### src/rtl/iqr_pkg.sv
// shared constants and types for the integer quadratic root solver
`default_nettype none
package iqr_pkg;

    localparam int COEF_WIDTH = 16;
    localparam int ROOT_WIDTH = 17;
    localparam int MID_DEPTH  = 4;
    localparam int OUT_DEPTH  = 2;

    typedef enum logic [1:0] {
        ST_NONE   = 2'd0,
        ST_DOUBLE = 2'd1,
        ST_TWO    = 2'd2,
        ST_AZERO  = 2'd3
    } status_t;

    typedef struct packed {
        logic    valid;
        status_t status;
    } tag_t;

endpackage
`default_nettype wire

### src/rtl/iqr_front.sv
// front end: products, discriminant and classification
`default_nettype none
module iqr_front #(
    parameter int COEF_WIDTH = iqr_pkg::COEF_WIDTH,
    parameter int MID_DEPTH  = iqr_pkg::MID_DEPTH
) (
    input  wire logic                                clk,
    input  wire logic                                rst_n,
    input  wire logic                                push,
    input  wire logic signed [COEF_WIDTH-1:0]        coef_a,
    input  wire logic signed [COEF_WIDTH-1:0]        coef_b,
    input  wire logic signed [COEF_WIDTH-1:0]        coef_c,
    input  wire logic        [$clog2(MID_DEPTH+1)-1:0] mid_count,
    output logic                                     full,
    output logic                                     mid_push,
    output logic [2+(2*COEF_WIDTH+2)+2*(COEF_WIDTH+1)-1:0] mid_data
);

    localparam int W   = COEF_WIDTH;
    localparam int DW  = 2 * W + 2;
    localparam int DSW = 2 * W + 3;
    localparam int CW  = $clog2(MID_DEPTH + 1);
    localparam int SW  = CW + 1;

    logic                  s1_valid_reg;
    logic signed [W-1:0]   a_reg;
    logic signed [W-1:0]   b_reg;
    logic signed [W-1:0]   c_reg;
    logic                  s2_valid_reg;
    logic signed [2*W-1:0] bb_reg;
    logic signed [2*W-1:0] ac_reg;
    logic                  a_zero_reg;
    logic signed [W:0]     nb_reg;
    logic signed [W:0]     twoa_reg;

    logic signed [2*W-1:0] bb_next;
    logic signed [2*W-1:0] ac_next;
    logic signed [DSW-1:0] d;
    logic [SW-1:0]         inflight;
    iqr_pkg::status_t      status;

    assign inflight = SW'(mid_count) + SW'(s1_valid_reg) + SW'(s2_valid_reg);
    assign full     = (inflight >= SW'(MID_DEPTH));

    assign bb_next = b_reg * b_reg;
    assign ac_next = a_reg * c_reg;

    always_ff @(posedge clk or negedge rst_n)
    begin
        if (!rst_n)
        begin
            s1_valid_reg <= 1'b0;
            s2_valid_reg <= 1'b0;
        end
        else
        begin
            s1_valid_reg <= push && !full;
            s2_valid_reg <= s1_valid_reg;
        end
    end

    always_ff @(posedge clk)
    begin
        a_reg      <= coef_a;
        b_reg      <= coef_b;
        c_reg      <= coef_c;
        bb_reg     <= bb_next;
        ac_reg     <= ac_next;
        a_zero_reg <= (a_reg == '0);
        nb_reg     <= -$signed({b_reg[W-1], b_reg});
        twoa_reg   <= $signed({a_reg, 1'b0});
    end

    assign d = DSW'(bb_reg) - (DSW'(ac_reg) <<< 2);

    always_comb
    begin
        priority if (a_zero_reg)
            status = iqr_pkg::ST_AZERO;
        else if (d < 0)
            status = iqr_pkg::ST_NONE;
        else if (d == '0)
            status = iqr_pkg::ST_DOUBLE;
        else
            status = iqr_pkg::ST_TWO;
    end

    assign mid_push = s2_valid_reg;
    assign mid_data = {status, d[DW-1:0], nb_reg, twoa_reg};

endmodule
`default_nettype wire

### config.mk
export PLATFORM = sky130hd
export DESIGN_NAME = iqr_front
export DESIGN_NICKNAME = d
export VERILOG_FILES = /design/src/rtl/iqr_pkg.sv /design/src/rtl/iqr_front.sv
export SDC_FILE = /design/constraint.sdc
export NUM_CORES = 1
export LEC_CHECK = 0
export ABC_AREA = 1
export ABC_CLOCK_PERIOD_IN_PS = 6000
export BUFFER_PORTS_ARGS = -buffer_cell sky130_fd_sc_hd__buf_4
export CAP_MARGIN = 20
export CORE_MARGIN = 10
export CORE_UTILIZATION = 59
export CTS_CLUSTER_DIAMETER = 120
export DETAILED_ROUTE_END_ITERATION = 8
export PLACE_DENSITY = 0.8
export REMOVE_ABC_BUFFERS = 1
export SYNTH_ARGS = -nofsm -noshare
export SYNTH_HDL_FRONTEND = slang
export SYNTH_SLANG_ARGS = --single-unit
### constraint.sdc
create_clock -name clk -period 6 [get_ports clk]
set_input_delay 0.3 -clock clk [delete_from_list [all_inputs] [get_ports clk]]
set_output_delay 0.3 -clock clk [all_outputs]
set_load 0.05 [all_outputs]
Word level (Yosys, flattened, before mapping)
Cells that the tools add are included.
{ "classes": {"mul": 2, "muxes": 3, "reduce_logical": 4, "add_sub_neg": 4, "order_cmp": 2} }
{ "op_table": {"columns": ["op", "n"], "rows": [
  ["multiplier 16 x 16 -> 32 bit", 2],
  ["logical NOT 35 bit", 1],
  ["less-than comparator 35 x 1 -> 1 bit, second input constant", 1],
  ["subtractor 32 x 34 -> 35 bit", 1],
  ["negator 16 -> 17 bit", 1],
  ["logical NOT 16 bit", 1],
  ["two-way mux 2 bit", 3],
  ["adder 3 x 1 -> 4 bit", 1],
  ["adder 4 x 1 -> 4 bit", 1],
  [">= comparator 4 x 3 -> 1 bit, second input constant", 1],
  ["logical AND 1 bit", 1],
  ["logical NOT 1 bit", 1]
]} }
{ "totals": {"wordCells": 25, "input_bits": 54, "output_inout_bits": 72, "ff_bits": 148} }

Logic depth before layout (Yosys ltp)
{ "logic_depth": {"depth_word": 5, "ltp_mapped": 27} }

Worst setup path before layout
OpenSTA, ideal clock, no wires.
{ "synth_timing": {"path_type": "flip-flop to flip-flop", "startpoint": "reg a_reg[15]", "endpoint": "reg ac_reg[28]", "setup_slack_ns": 0.168, "setup_time_ns": 0.123, "path_buffers": 2, "arrival_ns": 5.708, "path_stages_with_launch": 22, "path_cell_list": "dfxtp_1 -> clkbuf_1 -> clkbuf_1 -> nand2_1 -> inv_1 -> fa_1 -> fa_1 -> fa_1 -> fa_1 -> fa_1 -> inv_1 -> fa_1 -> inv_1 -> ha_1 -> nand2_1 -> nor4_1 -> nand2_1 -> o211ai_1 -> nand2_1 -> nand2_1 -> a21oi_1 -> xor2_1"} }
{ "synth_between": {"elab_chain_len": 1} }
{ "synth_lines": {"columns": ["element", "line", "source"], "rows": [
  ["start, declared", "iqr_front.sv:26", "logic signed [W-1:0] a_reg;"],
  ["start signal, assigned", "iqr_front.sv:64", "a_reg <= coef_a;"],
  ["multiplier 16 x 16 -> 32 bit", "iqr_front.sv:46", "assign ac_next = a_reg * c_reg;"],
  ["named net ac_next[28]", "iqr_front.sv:37", "logic signed [2*W-1:0] ac_next;"],
  ["end signal, assigned", "iqr_front.sv:68", "ac_reg <= ac_next;"],
  ["end, declared", "iqr_front.sv:31", "logic signed [2*W-1:0] ac_reg;"]
]} }
The timed path passes the listed nets, and every way through them passes these cells.

Worst setup path in the final report
{ "layout_timing": {"startpoint": "reg c_reg[15]", "endpoint": "reg ac_reg[28]"} }
{ "layout_between": {"elab_chain_len": 1} }
{ "layout_lines": {"columns": ["element", "line", "source"], "rows": [
  ["start, declared", "iqr_front.sv:28", "logic signed [W-1:0] c_reg;"],
  ["start signal, assigned", "iqr_front.sv:66", "c_reg <= coef_c;"],
  ["multiplier 16 x 16 -> 32 bit", "iqr_front.sv:46", null],
  ["named net ac_next[28]", "iqr_front.sv:37", null]
]} }
The timed path passes the listed nets, and every way through them passes these cells.

==> run metrics <==
status=finished, final reports clean; maximum fanout along the worst path=11; GRT Total Usage=24.4%; drt total wl=60700 um; hpwl dp=50800 um; drt first pass iters=6; Setup Skew=16.0 ps; fin crit share=96.1%; CP max-delay cell=fa_1; critical-path cell list=inv_1, or2_2, fa_1, fa_1, inv_1, fa_1, fa_1, fa_1, inv_1, fa_1, inv_1, ha_1, nand2_1, inv_1, nand2_1, nor3_2, nand2_1, o211ai_1, nand2_1, nand2_1, a21oi_1, xor2_1; Min Hold Slack=between 60 and 70 ps; Yosys cell types=49; fillers=3504; die span in x=228 um; vias in the first global route=around 21000; Final Non-Filler Cells=3989; Main synth FF type=dfxtp_1; max-cap viol count=0; HP Class=primary input to flip-flop; max reg flops=32; Worst EP required=6390 ps; DRC errors left=0; Die Span Y=about 230 um; Setup TNS Final=0 ps; Synth Cell Area=about 26000 um^2; clock latency at the later pin of the worst-skew pair=500 ps; FF+latch count, synth=146; number of port buffers=123; syn_area_per_cell=7.98 um^2; DR vias=20066; Row Count=76; fmax=173 MHz; Critical Path Start Type=flip-flop; fraction of layout cells with a size suffix above 1=roughly a tenth; setup violators final=0; DIE AREA=about 52000 um^2; post-synthesis cell count=approximately 3200; Root Buffer=clkbuf_16; Post-synth EDFFs=0; Clk pin slew, worst setup/hold paths=70 ps; most used cell, CP=fa_1; first-pass GRT wire length=between 100000 and 150000 um; synth warn=0; critical path capture point type=flip-flop; CP Data Arrival Time=6150 ps; worst slew pin tran=643 ps; pre-CTS setup slack=-115 ps; max_slew headroom=57.1%; P&R area growth vs syn=12.2%; Ports=126; wire length per cell=15.2 um; H-tree lvl count=4; CTS Buffer Depth=2; Hold Fails Final Rpt=0; # clock sinks=146; register area share after synthesis=between 10% and 20%; Final #Nets=4151; largest net degree at the start of global routing=18; vias per cell=slightly above 5; multi-input logic area=18600 um^2; CTS Buf Count=17; DRT iter0 DRCs=around 1500; Reg area=2980 um^2; final worst slack=234 ps; Inst Count DP=about 3900; antenna-violating nets left=0; asr flop ratio synth=about 1.4%; Slew Viols, Final=0; Crit path largest cell delay=500 ps; RD Place Congestion=0.974; CP Class=flip-flop to flip-flop; Core Region=43000 um^2; initial core utilization=59.6%; initial antenna violation count=1; Min Clock Period, post-route=5770 ps; CTS tree=built; GR Overflow Total=0
metrics by stage:
step | area (um^2) | util (%)
floorplan | 25200 | -
global placement | 27500 | 64.1
detailed placement | 27500 | 64.1
CTS | 28600 | 66.5
global route | 28700 | 66.8
finish | 28700 | 66.8
final timing paths:
kind	endpoint	slack (ps)	from	cells past startpoint
max in group asynchronous	s1_valid_reg	5800	rst_n	2
worst min-delay path	s1_valid_reg	60	push	3
worst min register to register	mid_push	380	s1_valid_reg	0
worst max-delay path	ac_reg[28]	230	c_reg[15]	22
min in group asynchronous	mid_push	120	rst_n	2
worst max register to register	ac_reg[28]	230	c_reg[15]	22
final cells by class:
cell class	count	share of cell area, %
multi-input cells	1964	64.6
inverters	999	13.1
flip-flops and latches	146	10.4
repair buffers	262	7.36
well taps	585	2.55
clock buffers	17	1.48
clock inverters	15	0.527
diodes	1	0.00871
cell usage in the layout, fill, tap and decap left out, drive strengths merged, types with 38 or more instances in the layout:
| cell | count |
|---|---|
| ha | 207 |
| o21ai | 38 |
| a21oi | 97 |
| nor2 | 125 |
| nand2 | 732 |
| xnor2 | 38 |
| fa | 500 |
| xor2 | 63 |
| dfxtp | 144 |
| nand3 | 70 |
| dlygate4sd3 | 49 |
| inv | 1005 |
| buf | 213 |
synth_stat cells (4+ instances only):
cell type,number,area share (%)
or2_2,4,0.098
a21o_1,6,0.18
nor4_1,7,0.17
nor3_2,6,0.23
fa_1,500,39
nand3_1,62,1.2
o21bai_1,6,0.18
nand3_2,8,0.31
inv_1,993,15
xnor2_1,38,1.3
o21ai_0,31,0.61
xor2_1,63,2.2
o21ai_1,5,0.098
clkbuf_1,90,1.3
nand4_1,19,0.46
nor2_1,110,1.6
a21oi_1,95,1.9
nand2_1,724,11
dfxtp_1,144,11
o21a_1,4,0.12
buf_4,7,0.21
ha_1,207,10
nand3b_1,4,0.12
inv_2,4,0.059
nor3_1,16,0.31
nor2_2,13,0.32
nand2_2,8,0.20
kinds of logic after synthesis:
| kind of cell | after synthesis | share of synthesized area (%) |
|---|---|---|
| AO/OA/AOI/OAI | 163 | 3.54 |
| XOR/XNOR | 101 | 3.46 |
| adder cells (fa/ha/maj) | 707 | 49.2 |
| buffers and inverters | 1100 | 16.3 |
| flip-flops | 146 | 11.5 |
| other | 1 | 0.0146 |
| AND/OR/NAND/NOR | 991 | 16.1 |
per-layer routing:
layer / GRT usage (%) / vias to the layer above / wire [um]
met2: 38.7 / 747 / 28800
met1: 32.7 / 9704 / 25300
met3: 5.14 / 114 / 5070
li1: - / 9501 / -
met5: 0 / - / 0
met4: 8.27 / 0 / 1570
repair_timing:
action | in CTS | in global routing
setup buffers | 0 | 1
resized for setup | 1 | 53
endpoints found under the setup margin | 2 | 20
gates cloned | 0 | 0
pin swaps | 0 | 1
endpoints found under the hold margin | 50 | 0
hold buffers | 49 | 0
critical path, delay by kind of cell (launching register included):
kind / cells / cell delay, ps
simple gates: 7 / 1070
flops: 1 / 360
xor+xnor: 1 / 140
fa+ha+maj: 7 / 3230
compound gates: 2 / 390
buf+inv: 5 / 450
Power is left out: the tool's default activity adds up to more than one toggle a clock period on the data nets, which glitch-free logic cannot reach.
