==> src/rtl/iqr_pkg.sv <==
// shared constants and types for the integer quadratic root solver
`default_nettype none
package iqr_pkg;

    localparam int COEF_WIDTH = 16;
    localparam int ROOT_WIDTH = 17;
    localparam int MID_DEPTH  = 4;
    localparam int OUT_DEPTH  = 2;

    typedef enum logic [1:0] {
        ST_NONE   = 2'd0,
        ST_DOUBLE = 2'd1,
        ST_TWO    = 2'd2,
        ST_AZERO  = 2'd3
    } status_t;

    typedef struct packed {
        logic    valid;
        status_t status;
    } tag_t;

endpackage
`default_nettype wire

==> src/rtl/iqr_div.sv <==
// two-lane pipelined signed division truncating toward zero, one quotient bit per stage
`default_nettype none
module iqr_div #(
    parameter int COEF_WIDTH = iqr_pkg::COEF_WIDTH
) (
    input  wire logic                          clk,
    input  wire logic                          rst_n,
    input  wire logic                          adv,
    input  wire iqr_pkg::tag_t                 in_tag,
    input  wire logic signed [COEF_WIDTH+2:0]  in_num1,
    input  wire logic signed [COEF_WIDTH+2:0]  in_num2,
    input  wire logic signed [COEF_WIDTH:0]    in_den,
    output iqr_pkg::tag_t                      out_tag,
    output logic signed [COEF_WIDTH+2:0]       out_quot1,
    output logic signed [COEF_WIDTH+2:0]       out_quot2
);

    localparam int W   = COEF_WIDTH;
    localparam int NW  = W + 3;
    localparam int DNW = W + 1;

    iqr_pkg::tag_t    p_tag_reg;
    logic [NW-1:0]    p_mag_reg [2];
    logic             p_neg_reg [2];
    logic [DNW-1:0]   p_den_reg;

    logic signed [NW-1:0] num_in [2];

    iqr_pkg::tag_t    tag_reg [NW];
    logic [DNW-1:0]   den_reg [NW];
    logic [DNW-1:0]   rem_reg [NW][2];
    logic [NW-1:0]    nsh_reg [NW][2];
    logic [NW-1:0]    q_reg   [NW][2];
    logic             neg_reg [NW][2];

    iqr_pkg::tag_t    tag_in [NW];
    logic [DNW-1:0]   den_in [NW];
    logic [DNW-1:0]   rem_in [NW][2];
    logic [NW-1:0]    nsh_in [NW][2];
    logic [NW-1:0]    q_in   [NW][2];
    logic             neg_in [NW][2];

    logic [NW-1:0]    q_last [2];
    logic signed [NW-1:0] quot [2];

    assign num_in[0] = in_num1;
    assign num_in[1] = in_num2;

    always_ff @(posedge clk or negedge rst_n)
    begin
        if (!rst_n)
        begin
            p_tag_reg <= '0;
        end
        else if (adv)
        begin
            p_tag_reg <= in_tag;
        end
    end

    always_ff @(posedge clk)
    begin
        if (adv)
        begin
            p_den_reg <= in_den[W] ? DNW'(-in_den) : DNW'(in_den);
            for (int l = 0; l < 2; l++)
            begin
                p_mag_reg[l] <= num_in[l][NW-1] ? NW'(-num_in[l]) : NW'(num_in[l]);
                p_neg_reg[l] <= num_in[l][NW-1] ^ in_den[W];
            end
        end
    end

    for (genvar k = 0; k < NW; k++)
    begin : g_stage
        if (k == 0)
        begin : g_first
            assign tag_in[k] = p_tag_reg;
            assign den_in[k] = p_den_reg;
        end
        else
        begin : g_rest
            assign tag_in[k] = tag_reg[k-1];
            assign den_in[k] = den_reg[k-1];
        end

        always_ff @(posedge clk or negedge rst_n)
        begin
            if (!rst_n)
            begin
                tag_reg[k] <= '0;
            end
            else if (adv)
            begin
                tag_reg[k] <= tag_in[k];
            end
        end

        always_ff @(posedge clk)
        begin
            if (adv)
            begin
                den_reg[k] <= den_in[k];
            end
        end

        for (genvar l = 0; l < 2; l++)
        begin : g_lane
            logic [DNW:0]   rem_sh;
            logic           ge;
            logic [DNW:0]   rem_diff;

            if (k == 0)
            begin : g_src_first
                assign rem_in[k][l] = '0;
                assign nsh_in[k][l] = p_mag_reg[l];
                assign q_in[k][l]   = '0;
                assign neg_in[k][l] = p_neg_reg[l];
            end
            else
            begin : g_src_rest
                assign rem_in[k][l] = rem_reg[k-1][l];
                assign nsh_in[k][l] = nsh_reg[k-1][l];
                assign q_in[k][l]   = q_reg[k-1][l];
                assign neg_in[k][l] = neg_reg[k-1][l];
            end

            assign rem_sh   = {rem_in[k][l], nsh_in[k][l][NW-1]};
            assign ge       = (rem_sh >= {1'b0, den_in[k]});
            assign rem_diff = rem_sh - {1'b0, den_in[k]};

            always_ff @(posedge clk)
            begin
                if (adv)
                begin
                    rem_reg[k][l] <= ge ? rem_diff[DNW-1:0] : rem_sh[DNW-1:0];
                    nsh_reg[k][l] <= {nsh_in[k][l][NW-2:0], 1'b0};
                    q_reg[k][l]   <= {q_in[k][l][NW-2:0], ge};
                    neg_reg[k][l] <= neg_in[k][l];
                end
            end
        end
    end

    for (genvar l = 0; l < 2; l++)
    begin : g_out
        assign q_last[l] = q_reg[NW-1][l];
        assign quot[l]   = neg_reg[NW-1][l] ? -$signed(q_last[l]) : $signed(q_last[l]);
    end

    assign out_tag   = tag_reg[NW-1];
    assign out_quot1 = quot[0];
    assign out_quot2 = quot[1];

endmodule
`default_nettype wire

==> config.mk <==
export PLATFORM = sky130hd
export DESIGN_NAME = iqr_div
export DESIGN_NICKNAME = d
export VERILOG_FILES = /design/src/rtl/iqr_pkg.sv /design/src/rtl/iqr_div.sv
export SDC_FILE = /design/constraint.sdc
export NUM_CORES = 2
export LEC_CHECK = 0
export BUFFER_PORTS_ARGS = -buffer_cell sky130_fd_sc_hd__buf_2
export CAP_MARGIN = 0
export CORE_MARGIN = 3
export CORE_UTILIZATION = 58
export CTS_CLUSTER_SIZE = 16
export DETAILED_ROUTE_END_ITERATION = 16
export MAX_ROUTING_LAYER = met4
export PLACE_DENSITY = 0.77
export SLEW_MARGIN = 20
export SYNTH_ARGS = -nofsm -noshare
export SYNTH_HDL_FRONTEND = slang
export SYNTH_SLANG_ARGS = --single-unit
==> constraint.sdc <==
create_clock -name clk -period 3.35 [get_ports clk]
set_clock_uncertainty 0.1 [all_clocks]
set_input_delay 0.335 -clock clk [delete_from_list [all_inputs] [get_ports clk]]
set_output_delay 0.335 -clock clk [all_outputs]
set_load 0.02 [all_outputs]
# ---- Word-level counts from Yosys, hierarchy flattened
# Memories as Yosys holds them, arrays and structs flattened.
# Cells that the tools add are included.
dict set report classes {
  n_shift 0
  n_lt_le_gt_ge 38
  multipliers 0
  reduce_logical 0
  bitwise 2
  eq_ne 0
  add_sub_neg 43
  mux 45
  div_mod_pow 0
}
# operator count
set op_table {}
lappend op_table {{greater-or-equal comparator 18 x 17 -> 1 bit} 36}
lappend op_table {{2-to-1 mux 17 bit} 38}
lappend op_table {{subtractor 17 bit} 36}
lappend op_table {{2-to-1 mux 19 bit} 4}
lappend op_table {{negation 19 bit} 4}
lappend op_table {{greater-or-equal comparator 1 x 17 -> 1 bit} 2}
lappend op_table {{subtractor 1 x 17 -> 17 bit} 2}
lappend op_table {{negation 17 bit} 1}
lappend op_table {{2-to-1 mux 16 bit} 1}
lappend op_table {{2-to-1 mux 1 bit} 2}
lappend op_table {{XOR 1 bit} 2}
dict set report word_totals {
  wordCells 177
  out_inout_bits 41
  romBits 0
  reg_bits 77
  latchBits 0
  ram_bits 2453
  in_bits 61
  mem_count 7
}
# memory depth width read_ports rd_clocked_by_memory_dff write_ports line_no
set mem_list {}
lappend mem_list {q_reg 19 38 19 0 19 iqr_div.sv:33} ;# logic [NW-1:0] q_reg [NW][2];
lappend mem_list {nsh_reg 19 36 18 0 19 iqr_div.sv:32} ;# logic [NW-1:0] nsh_reg [NW][2];
lappend mem_list {rem_reg 19 34 18 0 19 iqr_div.sv:31} ;# logic [DNW-1:0] rem_reg [NW][2];
lappend mem_list {den_reg 19 17 18 0 19 iqr_div.sv:30} ;# logic [DNW-1:0] den_reg [NW];
lappend mem_list {neg_reg 19 2 19 0 19 iqr_div.sv:34} ;# logic neg_reg [NW][2];
lappend mem_list {p_mag_reg 2 19 2 0 2 iqr_div.sv:23} ;# logic [NW-1:0] p_mag_reg [2];
lappend mem_list {{1 more memories} - - - - - -}

# ---- Depth between registers and ports, before layout
# An unclocked memory read counts as a cell.
dict set report depth {
  ltp_word 3
  mapped_depth 15
  depth_no_buf 13
}

# ---- Least setup slack after synthesis
# Ideal clock, no wire load.
dict set report synth_timing {
  kind {reg2reg}
  startpoint {mem nsh_reg[14][17] (netlist bit)}
  endpoint {mem rem_reg[15][10] (netlist bit) (data pin)}
  required_time_ns 2.990
  period_less_slack_ns 3.648
  setup_time_ns 0.260
  path_stages_with_launch 15
  path_buffers 1
  t_arrival_ns 3.288
  setup_slack_ns -0.298
  cell_sequence {edfxtp_1 inv_1 ha_1 inv_1 fa_1 a21o_1 a21oi_1 o21ai_1 or2_2 a32o_1 o31ai_1 a21oi_1 a2111oi_4 buf_6 mux2_2}
}
# element line_no
set synth_lines {}
lappend synth_lines {{from (decl)} iqr_div.sv:32}
lappend synth_lines {{to (decl)} iqr_div.sv:31}

==> metrics.txt <==
layout cells sized above 1=21.9%; share of power burned in registers=35.2%; Mapped Nets=7560; Die ar.=160000 µm²; top cell type's share of synthesized area=58.0%; post-synthesis adder-cell area fraction=9.41%; number of max-cap violations=0; commonest cells in the synthesized netlist=edfxtp_1, ha_1, inv_1; top_reg_cell synth=edfxtp_1; # diodes=0; Clock Latency Late Sink=830 ps; synthesized area=89800 µm²; Worst Tran Pin Value=918 ps; Antenna Nets Post-Route=0; Final period util=114%; xor/xnor share of the synthesized area=5.30%; logic gate share of total power=43.8%; area share of and/or/nand/nor cells after synthesis=6.71%; nets=8460; EDFF count, synth=1735; Setup-failing EPs final=200; Final GP Congestion=0.958; CP most frequent cell=or4_4; final setup margin=-453 ps; Die Ht=400 µm; vias after detailed routing=57800; vias per cell=5.82; sw frac=34.0%; Synth cell types=86; crit start category=flip-flop; Hold WC Path Type=in2async; Synth area leaders=edfxtp_1, ha_1, mux2_2; initial antenna violation count=0; Worst EP arrival=3370 ps; P_sw=34.0 mW; Clk pwr share=21.0%; row cnt=143; fraction of registers with async set/reset=3.34%; leading area contributor after synthesis=edfxtp_1; clock root buffer=clkbuf_16; H-tree lvl count=4; syn_area_per_cell=13.1 µm²; CTS tree=built; Max VDD drop=0.000559 V; gr ovfl total=0; CTS Sinks=1795; count leader, synth=edfxtp_1; mux cell area share after synthesis=5.14%; worst path required time=2910 ps; Hold Violations, Final=0; I/O Pins=102; crit path kind=reg2out; Initial DRT Pass Iterations=6; Layout area overhead=20.0%; YS warnings=0; pin count of the biggest net entering global routing=122; Final HPWL DP=145 mm; clock buffer depth=3; pwr dens=928 nW/µm²; compound-gate portion of the synthesized area=11.0%; critical path fanouts, max=2; register area share after synthesis=59.7%; chip width=400 µm; min Tclk post-route=3800 ps; Lkg Pwr=43.1 nW; aggregate routed wire length=209 mm; largest family of logic cells by synthesized area=compound AO/OA/AOI/OAI gates; Largest register FFs=612; failing checks=setup timing; achievable frequency=263 MHz; total CTS buffers=181; core footprint=153000 µm²; slowest cell on the critical path=or4_4; Synth Instances=6844; fin. max-slew vios=0; wire length per cell=21.0 µm; R2R cell count=15; outcome=finished, violations left; Min Hold Slack=55.4 ps; initial DRC count=5416; GRT Util Overall=25.9%; initial core utilization=58.8%; first-pass GRT wire length=312 mm; residual DRC count=0; cell internal pwr=66.0 mW; Clk pin slew, worst setup/hold paths=60 ps; RSZ-0062 raised after global routing=yes; worst rel slew slack=38.8%; number of global-route vias before repair=55700; worst-path cell chain=or4_4, or3_4, or4_4, or2_4, o31ai_4, xnor2_1, buf_4; Layout Utilization=70.5%; number of synthesized register bits=1795; CP Capture Type=output pin; number of I/O port buffers=101; Slowest Stage Delay on Critical Path=560 ps
## layer usage
layer,global-route usage [%],routed length [µm]
met1,37.1,94000
met2,38.4,94600
met3,4.15,14700
met4,7.65,5710
met5,-,0
## stage by stage
stage,instance area [µm²],power [mW],setup slack [ps],instances,TNS [ps]
3_5_place_dp,96300,72.1,-355,9272,-33930
3_3_place_gp,96300,71.1,-279,9272,-21230
5_1_grt,108000,105,-575,9928,-58010
4_1_cts,105000,96.1,-516,9815,-15790
2_1_floorplan,90100,60.2,-237,6844,-5930
6_report,108000,100,-453,9928,-28850
## path summary, 6_finish.rpt
| check | from | endpoint | slack [ps] |
|---|---|---|---|
| max | q_reg[9][5]$_DFFE_PP_ | out_quot2[18] | -450 |
| max in group asynchronous | rst_n | out_tag[1]$_DFFE_PN0P_ | 2300 |
| min reg2reg | q_reg[2][1]$_DFFE_PP_ | q_reg[2][40]$_DFFE_PP_ | 300 |
| min | rst_n | out_tag[0]$_DFFE_PN0P_ | 60 |
| max reg2reg | nsh_reg[14][17]$_DFFE_PP_ | rem_reg[15][3]$_DFFE_PP_ | -340 |
| min in group clk | in_tag[0] | p_tag_reg[0]$_DFFE_PN0P_ | 170 |
## power by group through the flow
| stage | sequential, mW | combinational (mW) | clock [mW] |
|---|---|---|---|
| finish | 35.2 | 43.8 | 21.0 |
| global route | 35.5 | 47.4 | 22.3 |
| CTS | 35.0 | 39.7 | 21.4 |
| detailed placement | 35.4 | 36.7 | 0 |
| global placement | 35.3 | 35.8 | 0 |
| floorplan | 33.6 | 26.7 | 0 |
## cells in the final DEF, fill, tap and decap left out, drive strengths merged, types with 67 or more instances in the layout
cell	count
mux2	379
nor2	395
xnor2	366
clkinv	84
ha	621
nor2b	67
dlygate4sd3	101
clkbuf	228
nand4	81
o21ai	348
edfxtp	1735
inv	522
o21bai	80
buf	700
xor2	178
a21oi	502
nand2	350
nor3	83
a21o	211
## layout make-up
| class | instances | area (µm²) |
|---|---|---|
| Multi-Input combinational cell | 4431 | 35700 |
| Inverter | 517 | 1950 |
| Timing Repair Buffer | 818 | 7670 |
| Clock inverter | 126 | 1620 |
| Fill cell | 10300 | 45100 |
| Tap cell | 2030 | 2540 |
| Clock buffer | 211 | 4670 |
| Sequential cell | 1795 | 53600 |
## critical path, delay by kind of cell (launching register included)
family                    cells  cell delay (ps)
and+or+nand+nor               4             1670
AOI/OAI and AO/OA             1              180
DFF                           1              380
buffers and inverters         1              170
xor gates and xnor gates      1              160
## logic make-up (layout without fill, tap and decap cells)
logic type / Yosys count / in the layout
AOI/OAI and AO/OA: 1556 / 1559
and+or+nand+nor: 1271 / 1271
DFF: 1795 / 1795
adders and majority gates: 655 / 655
xor gates and xnor gates: 544 / 544
buffers and inverters: 621 / 1672
muxes: 402 / 402
## timing repair
action,CTS,global route
endpoints found under the setup margin,393,531
pin swaps,87,156
gates cloned,21,24
buffers inserted,84,97
endpoints found under the hold margin,124,0
hold buffers,101,0
gates resized for setup,198,409
(Power assumes the default switching activity.)
