$ cat config.mk
export PLATFORM = sky130hd
export DESIGN_NAME = iqr_sqrt
export DESIGN_NICKNAME = d
export VERILOG_FILES = /design/src/rtl/iqr_pkg.sv /design/src/rtl/iqr_sqrt.sv
export SDC_FILE = /design/constraint.sdc
export NUM_CORES = 1
export LEC_CHECK = 0
export ABC_AREA = 1
export BUFFER_PORTS_ARGS = -buffer_cell sky130_fd_sc_hd__buf_2
export CAP_MARGIN = 20
export CORE_MARGIN = 2
export CORE_UTILIZATION = 55
export DETAILED_ROUTE_END_ITERATION = 10
export GPL_ROUTABILITY_DRIVEN = 0
export PLACE_DENSITY = 0.8
export SYNTH_ARGS = -nofsm -noshare
export SYNTH_HDL_FRONTEND = slang
export SYNTH_SLANG_ARGS = --single-unit
$ cat constraint.sdc
create_clock -name clk -period 3.59 [get_ports clk]
set_clock_uncertainty 0.05 [all_clocks]
set_input_delay 0 -clock clk [delete_from_list [all_inputs] [get_ports clk]]
set_output_delay 0 -clock clk [all_outputs]
set_load 0.01 [all_outputs]
$ cat src/rtl/iqr_pkg.sv
// shared constants and types for the integer quadratic root solver
`default_nettype none
package iqr_pkg;

    localparam int COEF_WIDTH = 16;
    localparam int ROOT_WIDTH = 17;
    localparam int MID_DEPTH  = 4;
    localparam int OUT_DEPTH  = 2;

    typedef enum logic [1:0] {
        ST_NONE   = 2'd0,
        ST_DOUBLE = 2'd1,
        ST_TWO    = 2'd2,
        ST_AZERO  = 2'd3
    } status_t;

    typedef struct packed {
        logic    valid;
        status_t status;
    } tag_t;

endpackage
`default_nettype wire

$ cat src/rtl/iqr_sqrt.sv
// pipelined integer square root, one root bit per stage
`default_nettype none
module iqr_sqrt #(
    parameter int COEF_WIDTH = iqr_pkg::COEF_WIDTH
) (
    input  wire logic                        clk,
    input  wire logic                        rst_n,
    input  wire logic                        adv,
    input  wire iqr_pkg::tag_t               in_tag,
    input  wire logic [2*COEF_WIDTH+1:0]     in_d,
    input  wire logic signed [COEF_WIDTH:0]  in_nb,
    input  wire logic signed [COEF_WIDTH:0]  in_twoa,
    output iqr_pkg::tag_t                    out_tag,
    output logic [COEF_WIDTH:0]              out_root,
    output logic signed [COEF_WIDTH:0]       out_nb,
    output logic signed [COEF_WIDTH:0]       out_twoa
);

    localparam int W    = COEF_WIDTH;
    localparam int DW   = 2 * W + 2;
    localparam int RW   = W + 1;
    localparam int SQ   = W + 1;
    localparam int REMW = W + 2;
    localparam int SHW  = W + 4;

    iqr_pkg::tag_t     tag_reg  [SQ];
    logic [REMW-1:0]   rem_reg  [SQ];
    logic [RW-1:0]     root_reg [SQ];
    logic [DW-1:0]     dsh_reg  [SQ];
    logic signed [W:0] nb_reg   [SQ];
    logic signed [W:0] twoa_reg [SQ];

    iqr_pkg::tag_t     tag_in  [SQ];
    logic [REMW-1:0]   rem_in  [SQ];
    logic [RW-1:0]     root_in [SQ];
    logic [DW-1:0]     dsh_in  [SQ];
    logic signed [W:0] nb_in   [SQ];
    logic signed [W:0] twoa_in [SQ];

    for (genvar i = 0; i < SQ; i++)
    begin : g_stage
        logic [SHW-1:0]  rem_sh;
        logic [SHW-1:0]  trial;
        logic            ge;
        logic [SHW-1:0]  rem_diff;
        logic [REMW-1:0] rem_next;
        logic [RW-1:0]   root_next;

        if (i == 0)
        begin : g_first
            assign tag_in[i]  = in_tag;
            assign rem_in[i]  = '0;
            assign root_in[i] = '0;
            assign dsh_in[i]  = in_d;
            assign nb_in[i]   = in_nb;
            assign twoa_in[i] = in_twoa;
        end
        else
        begin : g_rest
            assign tag_in[i]  = tag_reg[i-1];
            assign rem_in[i]  = rem_reg[i-1];
            assign root_in[i] = root_reg[i-1];
            assign dsh_in[i]  = dsh_reg[i-1];
            assign nb_in[i]   = nb_reg[i-1];
            assign twoa_in[i] = twoa_reg[i-1];
        end

        assign rem_sh    = {rem_in[i], dsh_in[i][DW-1 -: 2]};
        assign trial     = SHW'({root_in[i], 2'b01});
        assign ge        = (rem_sh >= trial);
        assign rem_diff  = rem_sh - trial;
        assign rem_next  = ge ? rem_diff[REMW-1:0] : rem_sh[REMW-1:0];
        assign root_next = {root_in[i][RW-2:0], ge};

        always_ff @(posedge clk or negedge rst_n)
        begin
            if (!rst_n)
            begin
                tag_reg[i] <= '0;
            end
            else if (adv)
            begin
                tag_reg[i] <= tag_in[i];
            end
        end

        always_ff @(posedge clk)
        begin
            if (adv)
            begin
                rem_reg[i]  <= rem_next;
                root_reg[i] <= root_next;
                dsh_reg[i]  <= {dsh_in[i][DW-3:0], 2'b00};
                nb_reg[i]   <= nb_in[i];
                twoa_reg[i] <= twoa_in[i];
            end
        end
    end

    assign out_tag  = tag_reg[SQ-1];
    assign out_root = root_reg[SQ-1];
    assign out_nb   = nb_reg[SQ-1];
    assign out_twoa = twoa_reg[SQ-1];

endmodule
`default_nettype wire

Yosys cells after proc, flatten, opt, wreduce, memory -nomap -nowiden
Memory sizes are Yosys's and may differ from the RTL's.
Index checks and enable logic that the tools add are counted.
Storage, ports and cells
  flip-flop bits (word level): 51
  memories kept: 5
  memory bits (writable): 1717
  word-level logic and storage cells: 92
  output and inout port bits: 54
  input bits: 74
Memories
  dsh_reg: depth 17, width 32, rd ports 16, clocked after Yosys merged registers in 0, wr ports 17, RTL line iqr_sqrt.sv:29  | logic [DW-1:0] dsh_reg [SQ];
  rem_reg: depth 17, width 18, rd ports 16, clocked after Yosys merged registers in 0, wr ports 17, RTL line iqr_sqrt.sv:27  | logic [REMW-1:0] rem_reg [SQ];
  nb_reg: depth 17, width 17, rd ports 17, clocked after Yosys merged registers in 0, wr ports 17, RTL line iqr_sqrt.sv:30  | logic signed [W:0] nb_reg [SQ];
  root_reg: depth 17, width 17, rd ports 17, clocked after Yosys merged registers in 0, wr ports 17, RTL line iqr_sqrt.sv:28  | logic [RW-1:0] root_reg [SQ];
  twoa_reg: depth 17, width 17, rd ports 17, clocked after Yosys merged registers in 0, wr ports 17, RTL line iqr_sqrt.sv:31  | logic signed [W:0] twoa_reg [SQ];
Operators by class
  add/subtract/negate cells: 17
  mux-type cells: 19
  magnitude comparators: 17
Operator list (number)
  greater-or-equal comparator 20 x 19 -> 1 bit: 16
  two-way mux 18 bit: 17
  subtractor 18 bit: 16
  subtractor 2 x 1 -> 3 bit, second input constant: 1
  greater-or-equal comparator 2 x 1 -> 1 bit, second input constant: 1
  two-way mux 1 bit: 2

Depth between registers and ports, before layout
Gate-level depths: netlist (run 1).
An unclocked memory read counts as a cell.
  depth in word-level cells: 3
  gate-level depth with buffers: 14
  mapped depth without buffers: 13

Worst setup path before layout (run 1)
Ideal clock, no wire load.
  path kind: register -> register
  start: memory rem_reg[0][73] (netlist bit)
  end: memory rem_reg[0][93] (netlist bit) (data pin)
  data required time: 3282 ps
  path buffers: 1
  setup slack: 1614 ps
  period minus slack after synthesis: 1976 ps
  stages on the path, launching flop included: 11
  arrival time: 1668 ps
  setup time: 258 ps
  cells stage by stage: edfxtp_1 > ha_1 > a21oi_1 > nand2_1 > nand2_1 > nand3_2 > nor2_4 > nand2_4 > inv_2 > buf_6 > o21ai_1
RTL lines (RTL line)
  from (decl): iqr_sqrt.sv:27

==> results of run 1 <==
==> routing by layer <==
metal,global-route usage [%],part of all wire [%]
met4,7.683,3.5
met5,0,0
met1,22.95,41
met2,31.34,49
met3,3.552,5.7
==> cells in the mapped netlist, types with 4 or more instances <==
master       n
edfxtp_1  1271
inv_1      549
nand2_2     23
xnor2_1     50
buf_6       13
nand4_1     52
nand2_4      4
o21a_1       5
or2_2        6
nand3b_1    44
nand2_1   1046
nor2_4       5
o21bai_1     7
nand3_2      5
o21ai_1     30
a21oi_1    182
nor2_2      11
xor2_1      56
nor2_1     303
dfrtp_1     51
buf_4        8
mux2_2       5
o21ai_0    106
inv_2       10
o21ai_2     33
nor3_1      41
clkbuf_1    10
buf_2        6
nand3_1    224
a21oi_2     26
ha_1       171
==> area by class of cell <==
| type | instances | area, um2 |
|---|---|---|
| Tap cell | 1287 | 1610 |
| Timing Repair Buffer | 310 | 2560 |
| Sequential cell | 1322 | 39440 |
| Clock inverter | 71 | 808.3 |
| Inverter | 561 | 2113 |
| Clock buffer | 166 | 3557 |
| Multi-Input combinational cell | 2460 | 12980 |
| Fill cell | 6990 | 35490 |
==> power groups by stage <==
stage,registers (mW),clock network [mW],logic [mW]
finish,19.1,13.6,4.23
global route,19.2,14.6,4.77
CTS,19.1,13.9,4.18
detailed placement,19.4,0,4.01
global placement,19.3,0,3.87
floorplan,19.2,0,2.87
==> final timing paths <==
kind                       slack (ps)  cells after the start              end
setup / recovery                  780                     12  rem_reg[0][278]
hold / removal                    110                      4    rem_reg[0][0]
setup reg to reg                  780                     12  rem_reg[0][278]
hold reg to reg                   350                      0   nb_reg[0][119]
max in group asynchronous        2960                      4       tag_in[12]
min in group asynchronous         290                      4       tag_in[44]
==> stage by stage <==
| stage | power, mW | instances |
|---|---|---|
| after global placement | 23.18 | 5793 |
| after CTS | 37.19 | 6177 |
| after detailed placement | 23.38 | 5793 |
| after floorplan | 22.02 | 4384 |
| after global routing | 38.53 | 6177 |
| final | 36.87 | 6177 |
==> cells by family (layout without fill, tap and decap cells) <==
kind of cell | after synthesis | in the layout | share of synthesized area, %
other | 1 | 1 | 0.006835
AND/OR/NAND/NOR | 1780 | 1780 | 13.85
AO/OA/AOI/OAI | 397 | 397 | 4.117
buffers and inverters | 602 | 1108 | 4.438
XOR/XNOR | 106 | 106 | 1.692
adder cells (fa/ha/maj) | 171 | 171 | 3.900
multiplexers | 5 | 5 | 0.1026
flip-flops | 1322 | 1322 | 71.90
==> cells in the final DEF, fill, tap and decap left out, types with 6 or more instances in the layout <==
master / n
clkbuf_1: 27
ha_1: 171
buf_12: 13
clkinv_2: 20
inv_1: 549
edfxtp_1: 1271
xor2_1: 56
nor2_1: 303
nand3_1: 224
nand2_2: 23
clkinv_16: 6
clkinv_1: 23
dlygate4sd3_1: 146
buf_2: 126
nand4_1: 52
dfrtp_1: 51
o21bai_1: 7
o21ai_2: 33
inv_2: 10
buf_4: 24
clkbuf_16: 137
nand2_1: 1046
nor2_2: 11
a21oi_1: 182
o21ai_1: 30
nor3_1: 41
bufinv_16: 9
or2_2: 6
a21oi_2: 26
nand3b_1: 44
o21ai_0: 106
xnor2_1: 50
==> worst reg2reg max path, cell delays in order, from the launching register on <==
cell      delay (ps)
edfxtp_1         440
ha_1             390
nand2_1           90
inv_1            100
nand2_1           60
nor2_1           100
nand2_1           50
nand3_1          110
nand2_1           70
nand2_1          550
inv_2            330
nand2_1          160
nand2_1           80
==> repair_timing <==
action / in CTS / in global routing
resized for setup: 0 / 0
endpoints found under the hold margin: 467 / 0
hold buffers: 147 / 0
==> metrics.csv, run 1 <==
stage,metric,value,unit
logic_synthesis,syn_area_per_cell,12.51,um2
min_path,hold_class,input pin to flip-flop,
global_routing,grt_pass1_vias,31600,
logic_synthesis,synth_warnings,0,
route,drc,0,
route,wl_per_cell,15.06,um
place,portBuffers,127,
clocking,path_clk_slew,60,ps
worst_setup_path,slowest_stage,nand2_1,
worst_setup_path,startpoint_type,flip-flop,
worst_setup_path,end_kind,flip-flop,
floorplan,dieArea,102300,um2
floorplan,fp.dieW,319.8,um
power,ir_drop,0.4210,mV
logic_synthesis,synth_area_leaders,"edfxtp_1 (70%), nand2_1 (7.2%), ha_1 (3.9%)",
route,detail-route-antenna-nets,0,
logic_synthesis,synth_area_leader_cell,edfxtp_1,
finish,antenna_cells,0,
worst_setup_path,crit_required,4030,ps
clocking,clockBufferDepth,3,
clocking,numCtsBuffers,135,
global_routing,overflow,0,
worst_setup_path,max_stage_delay,550,ps
floorplan,core_area,98560,um2
power,power.density,584.5,nW/um2
place,dpl.hpwl,60.38,mm
power,p_int,27.80,mW
worst_setup_path,startpoint,rem_reg[0][258],
worst_setup_path,crit_type,flip-flop to flip-flop,
logic_synthesis,netlist_area,54860,um2
finish,drive_gt1_share,9.939,%
worst_setup_path,path_buf_inv,2,
worst_setup_path,worst_ep_arrival_time,3250,ps
clocking,insertion_delay,730,ps
finish,fin_area,63080,um2
clocking,clockRootBuffer,clkbuf_16,
clocking,ctsHtreeMaxLevel,4,
worst_setup_path,critPathMaxFanout,21,
floorplan,initial_utilization,55.66,%
timing,fin_ws,782.4,ps
timing,finalSetupViolations,0,
power,share_seq_of_total_power,51.7,%
floorplan,num_rows,115,
worst_setup_path,path_delay_family,simple AND/OR/NAND/NOR gates,
logic_synthesis,synth_top_area_share,69.57,%
power,p_comb_share,11.5,%
power,swShare,24.60,%
finish,final_util,63.99,%
place,placed_area,57220,um2
timing,maxSlewHeadroom,38.86,%
run,maxCapViolCount,0,
global_routing,grt_pass1_wl,151.8,mm
logic_synthesis,ys_seq_area_share,71.90,%
place,pre_cts_ws,847.1,ps
clocking,numClockSinks,1322,
route,first_iter_violations,2821,
logic_synthesis,synth_cell_types,49,
min_path,hold_start,in_d[33],
timing,hold_ws,109.3,ps
power,pwr-share-clk,36.8,%
global_routing,grt_max_degree,119,
route,wl,93.00,mm
clocking,cts_tree,done,
logic_synthesis,synth-edff-count,1271,
logic_synthesis,synthesis.nets,4629,
floorplan,ios,128,
logic_synthesis,synth_ff_type,edfxtp_1,
route,firstDrtPassIters,6,
floorplan,fp.dieH,319.8,um
logic_synthesis,ys_seq_elements,1322,
logic_synthesis,async_flop_share,3.858,%
worst_setup_path,worst_path_most_repeated_cell,nand2_1,
finish,area_delta_synth_final,14.97,%
power,p_sw,9.070,mW
timing,hold_viol_final,0,
global_routing,grt.total_usage,18.34,%
route,viasPerCell,5.242,
timing,timing.final.crit_period,2808,ps
timing,slew_viol_final,0,
power,p_leak,25.44,nW
route,vias,32380,
global_routing,antenna_found_initial,0,
timing,max_freq,0.3562,GHz
logic_synthesis,synth_cells,4384,
finish,layout.nets,5035,
timing,rsz0062_at_grt,no,
worst_setup_path,path_cells,ha_1 > nand2_1 > inv_1 > nand2_1 > nor2_1 > nand2_1 > nand3_1 > nand2_1 > nand2_1 > inv_2 > nand2_1 > nand2_1,
worst_setup_path,rr_startpoint,rem_reg[0][258],
clocking,post-cts-setup-buffer-count,0,
timing,fin_tns_setup,0,ps
timing,worst_pin_slew,916.1,ps
timing,finalCritPeriodShare,78.21,%
outcome,status,"complete, no violations",
(Power assumes the default switching activity.)
==> run 2, diff against run 1 <==
Clock period 3.59 ns to 2.6 ns, I/O delays scaled along.
==> metrics.csv, run 2 (same netlist as run 1, synthesis figures left out) <==
stage,metric,value,unit
timing,rsz0062_at_grt,no,
place,pre_cts_ws,235.0,ps
finish,area_delta_synth_final,15.34,%
route,first_iter_violations,2555,
min_path,hold_start,in_d[33],
clocking,post-cts-setup-buffer-count,0,
global_routing,antenna_found_initial,1,
worst_setup_path,rr_startpoint,rem_reg[0][187],
timing,hold_ws,89.84,ps
finish,drive_gt1_share,10.38,%
clocking,numCtsBuffers,136,
route,detail-route-antenna-nets,0,
timing,fin_tns_setup,0,ps
floorplan,dieArea,102300,um2
clocking,insertion_delay,730,ps
worst_setup_path,worst_ep_arrival_time,2830,ps
power,p_sw,12.17,mW
timing,finalCritPeriodShare,92.92,%
power,ir_drop,0.4841,mV
floorplan,fp.dieH,319.8,um
power,power.density,805.9,nW/um2
finish,multiInputGateArea,12990,um2
timing,timing.final.crit_period,2416,ps
route,wl_per_cell,14.96,um
outcome,status,"complete, no violations",
floorplan,initial_utilization,55.66,%
finish,mostFrequentLayoutCells,"edfxtp_1 (1271), nand2_1 (1045), inv_1 (549)",
place,portBuffers,127,
route,viasPerCell,5.245,
worst_setup_path,critPathMaxFanout,25,
timing,finalSetupViolations,0,
worst_setup_path,crit_required,3010,ps
worst_setup_path,startpoint_type,flip-flop,
min_path,hold_class,input pin to flip-flop,
clocking,cts_tree,done,
route,firstDrtPassIters,7,
global_routing,grt.total_usage,18.27,%
worst_setup_path,startpoint,rem_reg[0][187],
power,pwr-share-clk,36.9,%
global_routing,grt_pass1_vias,31740,
power,p_int,38.82,mW
clocking,clockRootBuffer,clkbuf_16,
floorplan,num_rows,115,
finish,regArea,39440,um2
clocking,ctsHtreeMaxLevel,4,
route,wl,92.70,mm
route,drc,0,
finish,antenna_cells,0,
timing,worst_pin_slew,588.5,ps
worst_setup_path,crit_type,flip-flop to flip-flop,
finish,nFillCells,6987,
global_routing,overflow,0,
timing,hold_viol_final,0,
run,maxCapViolCount,0,
place,dpl.hpwl,61.39,mm
clocking,clockBufferDepth,3,
worst_setup_path,end_kind,flip-flop,
finish,layout_commonest_cell,edfxtp_1,
timing,max_freq,0.4139,GHz
timing,fin_ws,184.2,ps
power,p_comb_share,11.5,%
global_routing,grt_pass1_wl,151.3,mm
clocking,path_clk_slew,60,ps
floorplan,fp.dieW,319.8,um
timing,maxSlewHeadroom,60.77,%
finish,layout.nets,5054,
route,vias,32510,
power,swShare,23.87,%
power,p_leak,25.55,nW
power,share_seq_of_total_power,51.6,%
timing,slew_viol_final,0,
floorplan,ios,128,
global_routing,grt_max_degree,95,
clocking,numClockSinks,1322,
floorplan,core_area,98560,um2
==> run 2: power groups by stage <==
stage	clock [mW]	combinational (mW)	sequential, mW
final	18.8	5.87	26.3
after floorplan	0	3.96	26.4
after global routing	20.2	6.63	26.5
after detailed placement	0	5.55	26.7
after CTS	19.4	5.77	26.3
after global placement	0	5.36	26.7
==> run 2: worst max-delay path: stages, from the launching register on <==
cell and delay [ps]:
edfxtp_1 460, ha_1 430, a21oi_1 130, o21ai_0 410
nand2_1 170, nand3_4 210, inv_6 140, nand2_1 110
o21ai_2 50
==> run 2: layout make-up <==
cell class                 instances  area share, %
sequential                      1322          62.33
clock buffer                     164          5.695
clock inverter                    76          1.232
timing repair buffer             328          4.334
tap                             1287          2.545
inverter                         561          3.340
multi-input combinational       2460          20.52
==> run 2: routing by layer <==
layer  track usage (%)  up-vias  part of all wire, %
li1                  -    15910                    -
met1             22.69    15260                   42
met2             31.43     1059                   50
met3             3.660      279                  5.3
met4             7.463        2                  3.3
met5                 0        -                0.011
==> run 2: repair_timing <==
action | in CTS | in global routing
hold buffers | 151 | 0
gates resized for setup | 0 | 1
hold endpoints to repair | 881 | 0
setup endpoints to repair | 0 | 10
==> run 2: final timing paths <==
| kind | end | slack, ps | cells after the start |
|---|---|---|---|
| worst max-delay path | rem_reg[0][201] | 180 | 8 |
| worst min-delay path | rem_reg[0][1] | 90 | 4 |
| worst max register to register | rem_reg[0][201] | 180 | 8 |
| worst min register to register | dsh_reg[0][414] | 340 | 0 |
| max in group asynchronous | tag_in[41] | 1890 | 4 |
| min in group asynchronous | tag_in[3] | 370 | 4 |
==> run 2: stage by stage <==
stage	area, um2	utilization, %	power (mW)	instances
after floorplan	54860	-	30.41	4384
after global placement	57360	58.20	32.03	5807
after detailed placement	57360	58.20	32.29	5807
after CTS	63280	64.20	51.45	6198
after global routing	63280	64.20	53.28	6198
final	63280	64.20	50.99	6198
